$ cat src/sv/gcv_pkg.sv
// gcv_pkg: shared widths, fault codes and flag struct for the guiding-centre
// velocity converter. No dependencies.
package gcv_pkg;

	localparam int SHRINK_W = 32;
	localparam int SQ_W     = 64;
	localparam int ROOT_W   = 32;
	localparam int SQ_REM_W = 34;

	localparam logic [63:0] SHRINK_LIMIT = 64'h0000_0000_8000_0000;

	typedef enum logic [1:0] {
		FLT_OK         = 2'd0,
		FLT_ZERO_FIELD = 2'd1,
		FLT_ZERO_DIV   = 2'd2
	} fault_t;

	typedef struct packed {
		logic       zero;
		logic [2:0] neg;
	} unit_flags_t;

endpackage

$ cat src/sv/gcv_div_cell.sv
// gcv_div_cell: one quotient bit of a pipelined restoring divider, several
// lanes sharing one divisor. Depends on gcv_pkg.
module gcv_div_cell
	import gcv_pkg::*;
#(
	parameter int LANES = 1,
	parameter int RW    = 8,
	parameter int DW    = 8,
	parameter int QW    = 8,
	parameter int SW    = 1
) (
	input  logic                       clk,
	input  logic                       arst_n,
	input  logic                       en,
	input  logic                       vld_i,
	input  logic [RW-1:0]              d_i,
	input  logic [LANES-1:0][RW-1:0]   rem_i,
	input  logic [LANES-1:0][DW-1:0]   dv_i,
	input  logic [LANES-1:0][QW-1:0]   q_i,
	input  logic [SW-1:0]              side_i,
	output logic                       vld_o,
	output logic [RW-1:0]              d_o,
	output logic [LANES-1:0][RW-1:0]   rem_o,
	output logic [LANES-1:0][DW-1:0]   dv_o,
	output logic [LANES-1:0][QW-1:0]   q_o,
	output logic [SW-1:0]              side_o
);

	logic [LANES-1:0][RW:0] acc;
	logic [LANES-1:0][RW:0] diff;
	logic [LANES-1:0]       ge;

	always_comb begin
		for (int l = 0; l < LANES; l++) begin
			acc[l]  = {rem_i[l], dv_i[l][DW-1]};
			diff[l] = acc[l] - {1'b0, d_i};
			ge[l]   = acc[l] >= {1'b0, d_i};
		end
	end

	always_ff @(posedge clk or negedge arst_n) begin
		if (!arst_n) begin
			vld_o <= 1'b0;
		end else if (en) begin
			vld_o <= vld_i;
		end
	end

	always_ff @(posedge clk) begin
		if (en) begin
			d_o    <= d_i;
			side_o <= side_i;
			for (int l = 0; l < LANES; l++) begin
				rem_o[l] <= ge[l] ? diff[l][RW-1:0] : acc[l][RW-1:0];
				dv_o[l]  <= {dv_i[l][DW-2:0], 1'b0};
				q_o[l]   <= {q_i[l][QW-2:0], ge[l]};
			end
		end
	end

endmodule

$ cat config.mk
export PLATFORM = sky130hd
export DESIGN_NAME = gcv_div_cell
export DESIGN_NICKNAME = d
export VERILOG_FILES = /design/src/sv/gcv_pkg.sv /design/src/sv/gcv_div_cell.sv
export SDC_FILE = /design/constraint.sdc
export NUM_CORES = 1
export LEC_CHECK = 0
export ABC_CLOCK_PERIOD_IN_PS = 900
export BUFFER_PORTS_ARGS = -buffer_cell sky130_fd_sc_hd__buf_4
export CORE_MARGIN = 8
export CORE_UTILIZATION = 46
export DETAILED_ROUTE_END_ITERATION = 8
export PLACE_DENSITY = 0.79
export SYNTH_ARGS = -nofsm -noshare
export SYNTH_HDL_FRONTEND = slang
export SYNTH_SLANG_ARGS = --single-unit
$ cat constraint.sdc
create_clock -name clk -period 0.9 [get_ports clk]
set_input_delay 0.135 -clock clk [delete_from_list [all_inputs] [get_ports clk]]
set_output_delay 0.135 -clock clk [all_outputs]
set_load 0.05 [all_outputs]
==> key figures <==
Status
  – Run status: complete, but fails checks
  – Failing checks: setup timing

Drt
  – Pre-Repair DR Iteration Count: 4
  – Post-Route WL: around 6.4 mm
  – Antenna Nets Post-Route: 0
  – Drt drc: 0
  – Initial DRC count: 80
  – Wire per inst: ~23 µm
  – DR vias: around 1.5k
  – Routed vias/inst: 5.25

Pwr
  – Switching Share: 35.6%
  – Cell Pwr Density: 1600 nW/µm²
  – Sw Pwr: about 1700 µW
  – Internal: between 3000 and 4000 µW
  – Leakage power: 0.00128 µW
  – Proportion of power drawn by the clock network: 18.0%
  – Sequential power share: a little over two fifths
  – Gate power share: between 40% and 50%
  – IR Drop Worst-Case VDD: about 0.8 mV

Logic synthesis
  – Most used DFF post-synth: edfxtp_1
  – Ys async rst share: 3.03%
  – Seq/Total Area, Yosys: 64.5%
  – Post-Synth Adder-Cell Area: 7.86%
  – Mux cell area share after synthesis: between 5 and 6%
  – Yosys top cell area share: approximately 63%
  – Post-synth top area cell: edfxtp_1
  – Synth warn: 0
  – Yosys cell types: 33
  – Post-synth EDFFs: 32
  – Syn nets: approximately 150
  – Post-Synth XOR/XNOR Area: 1.72%
  – Compound-Gate Fraction of Synth Area: around a tenth
  – Simple-Gate Fraction of Synth Area: under 10%
  – Avg Cell Area, Syn: 14.6 µm²
  – Synth Instances: 105
  – Mapped Area: ~1500 µm²
  – Largest cells by area after synthesis: edfxtp_1, ha_1, mux2_2, inv_1, a41oi_4
  – Largest family of logic cells by synthesized area: compound AO/OA/AOI/OAI gates
  – Post-synthesis register bit count: 33

Cells and area
  – Final Cell Area: 2930 µm²
  – Area growth syn-to-layout: 91.5%
  – Ant. Diodes: 0
  – Total Nets Final: about 280
  – Fraction of layout cells with a size suffix above 1: between 50 and 60%
  – Fin cells: ~280

STA
  – Final period utilization: 178%
  – Worst setup margin: -698 ps
  – Hold Vio Cnt, Final: 0
  – Final Slew Violations: 0
  – Clock skew: 0 ps
  – Min Tclk post-route: around 1600 ps
  – RSZ-0062 raised after global routing: yes
  – Final TNS setup: -10900 ps
  – Final setup violation count: 43
  – Fmax: 626 MHz

CTS
  – Htree depth: 2
  – Clk_lat worst skew: 330 ps
  – Clock Path Buffers: 2
  – CTS tree: built
  – Num CTS Buffers: 5
  – Worst-path clk slew: 110 ps
  – Clock Sink Count: 33
  – Clock Root Buffer: clkbuf_4

Placed design
  – Inst Count DP: roughly 240
  – Dpl ws: -1170 ps
  – IO Port Bufs: slightly below 70
  – Post-detail-place hpwl: between 3 and 4 mm
  – Final Wtd Congestion: roughly 0.83
  – Post-DP Area: 2330 µm²

Global route
  – Gr usage total: 24.2%
  – First-pass GRT wire length: ~9.4 mm
  – Initial antenna violation count: 0
  – Largest net degree at the start of global routing: 12
  – Number of global-route vias before repair: ~1.6k
  – Grt ovf: 0

Floorplanning
  – Die area: 5420 µm²
  – IO Pins: ~70
  – DIE WIDTH: ~74 µm
  – Die height: 73.7 µm
  – Starting density of the core: 46.9%
  – Row cnt: 21
  – Core ar.: around 3300 µm²

Setup path
  – Crit start category: input pin
  – CP max FO: 4
  – Worst EP arrival: 1690 ps
  – Crit end category: register
  – Critical path type: in2reg
  – Worst endpoint required time: about 1000 ps

Worst hold path
  – Tightest Hold Check Type: in2reg

Job
  – Number of max-cap violations: 0
logic make-up (layout without fill, tap and decap cells):
family	Yosys count	after routing
AO/OA/AOI/OAI	20	20
XOR/XNOR	3	3
adder cells (fa/ha/maj)	9	9
buffers and inverters	16	144
flip-flops	33	33
multiplexers	8	8
other	1	1
AND/OR/NAND/NOR	15	15
Yosys cell counts, drive strengths merged, types with 2 or more instances:
cell,instances
edfxtp,32
xnor2,2
inv,13
nand3,2
mux2,6
a21o,3
nor2,2
o21ai,5
nor3,3
buf,3
a21oi,5
mux2i,2
nand2,3
ha,8
registers in the layout (all words and copies together) (netlist names):
signal	flops
side_o	1
dv_o	7
d_o	8
vld_o	1
q_o	8
rem_o	8
routing by layer:
metal  GRT usage (%)  vias up  share of wire, %
li1                -      643                 -
met1            26.1      693                36
met2            41.8      108                49
met3            8.59       22                12
met4            9.31        0               2.7
met5               0        -                 0
worst paths after layout:
check / startpoint / end / slack (ps) / cells past startpoint
worst max-delay path: d_i[3] / rem_o[2] / -700 / 9
worst max register to register: vld_o / vld_o / -50 / 2
worst min-delay path: vld_i / vld_o / 80 / 2
max in group asynchronous: arst_n / vld_o / 660 / 2
min in group asynchronous: arst_n / vld_o / 150 / 2
worst min register to register: vld_o / vld_o / 690 / 2
power groups by stage:
stage	Clock, µW	Sequential, µW	Combinational (µW)
2_1_floorplan	0	2460	385
3_3_place_gp	0	1940	1450
3_5_place_dp	0	1940	1500
4_1_cts	814	1940	1790
5_1_grt	914	1960	1960
6_report	844	1950	1900
per-stage QoR:
stage	total power (µW)	hold WS [ps]	utilization, %
2_1_floorplan	2850	-161	-
6_report	4690	83.5	89.9
3_3_place_gp	3390	-89.6	71.5
3_5_place_dp	3440	-88.4	71.5
5_1_grt	4840	63.1	89.9
4_1_cts	4540	5.12	89.0
critical path, cell delays in order:
cell	delay, ps
buf_8	100
inv_4	50
ha_4	200
a21o_1	220
a21oi_2	220
o21ai_2	120
a41oi_4	190
buf_6	160
mux2_4	290
area by class of cell:
type | count | area [µm²]
clock buffer | 6 | 41.3
clock inverter | 2 | 10.0
fill | 138 | 330
inverter | 13 | 63.8
multi-input combinational | 56 | 603
sequential | 33 | 987
tap | 46 | 57.6
timing repair buffer | 123 | 1160
placed cells by master (no fill, tap or decap), types with 2 or more instances in the layout:
master         Yosys  layout
buf_4              1      56
buf_6              0      39
edfxtp_1          32      32
dlygate4sd3_1      0      24
inv_1             13      10
mux2_4             0       5
ha_4               0       5
clkbuf_4           0       5
a21o_1             3       3
o21ai_0            4       3
ha_1               8       3
buf_8              0       3
a21oi_2            2       2
nor2_1             2       2
nand2_1            3       2
a21oi_1            3       2
xnor2_1            2       2
mux2i_1            2       2
nor3_1             3       2
clkinv_2           0       2
what timing repair did:
item | in CTS | in global routing
hold buffers | 23 | 1
setup endpoints to repair | 42 | 42
buffers inserted | 4 | 3
pin swaps | 12 | 3
gates resized for setup | 59 | 2
hold endpoints to repair | 23 | 1
(Power assumes the default switching activity.)
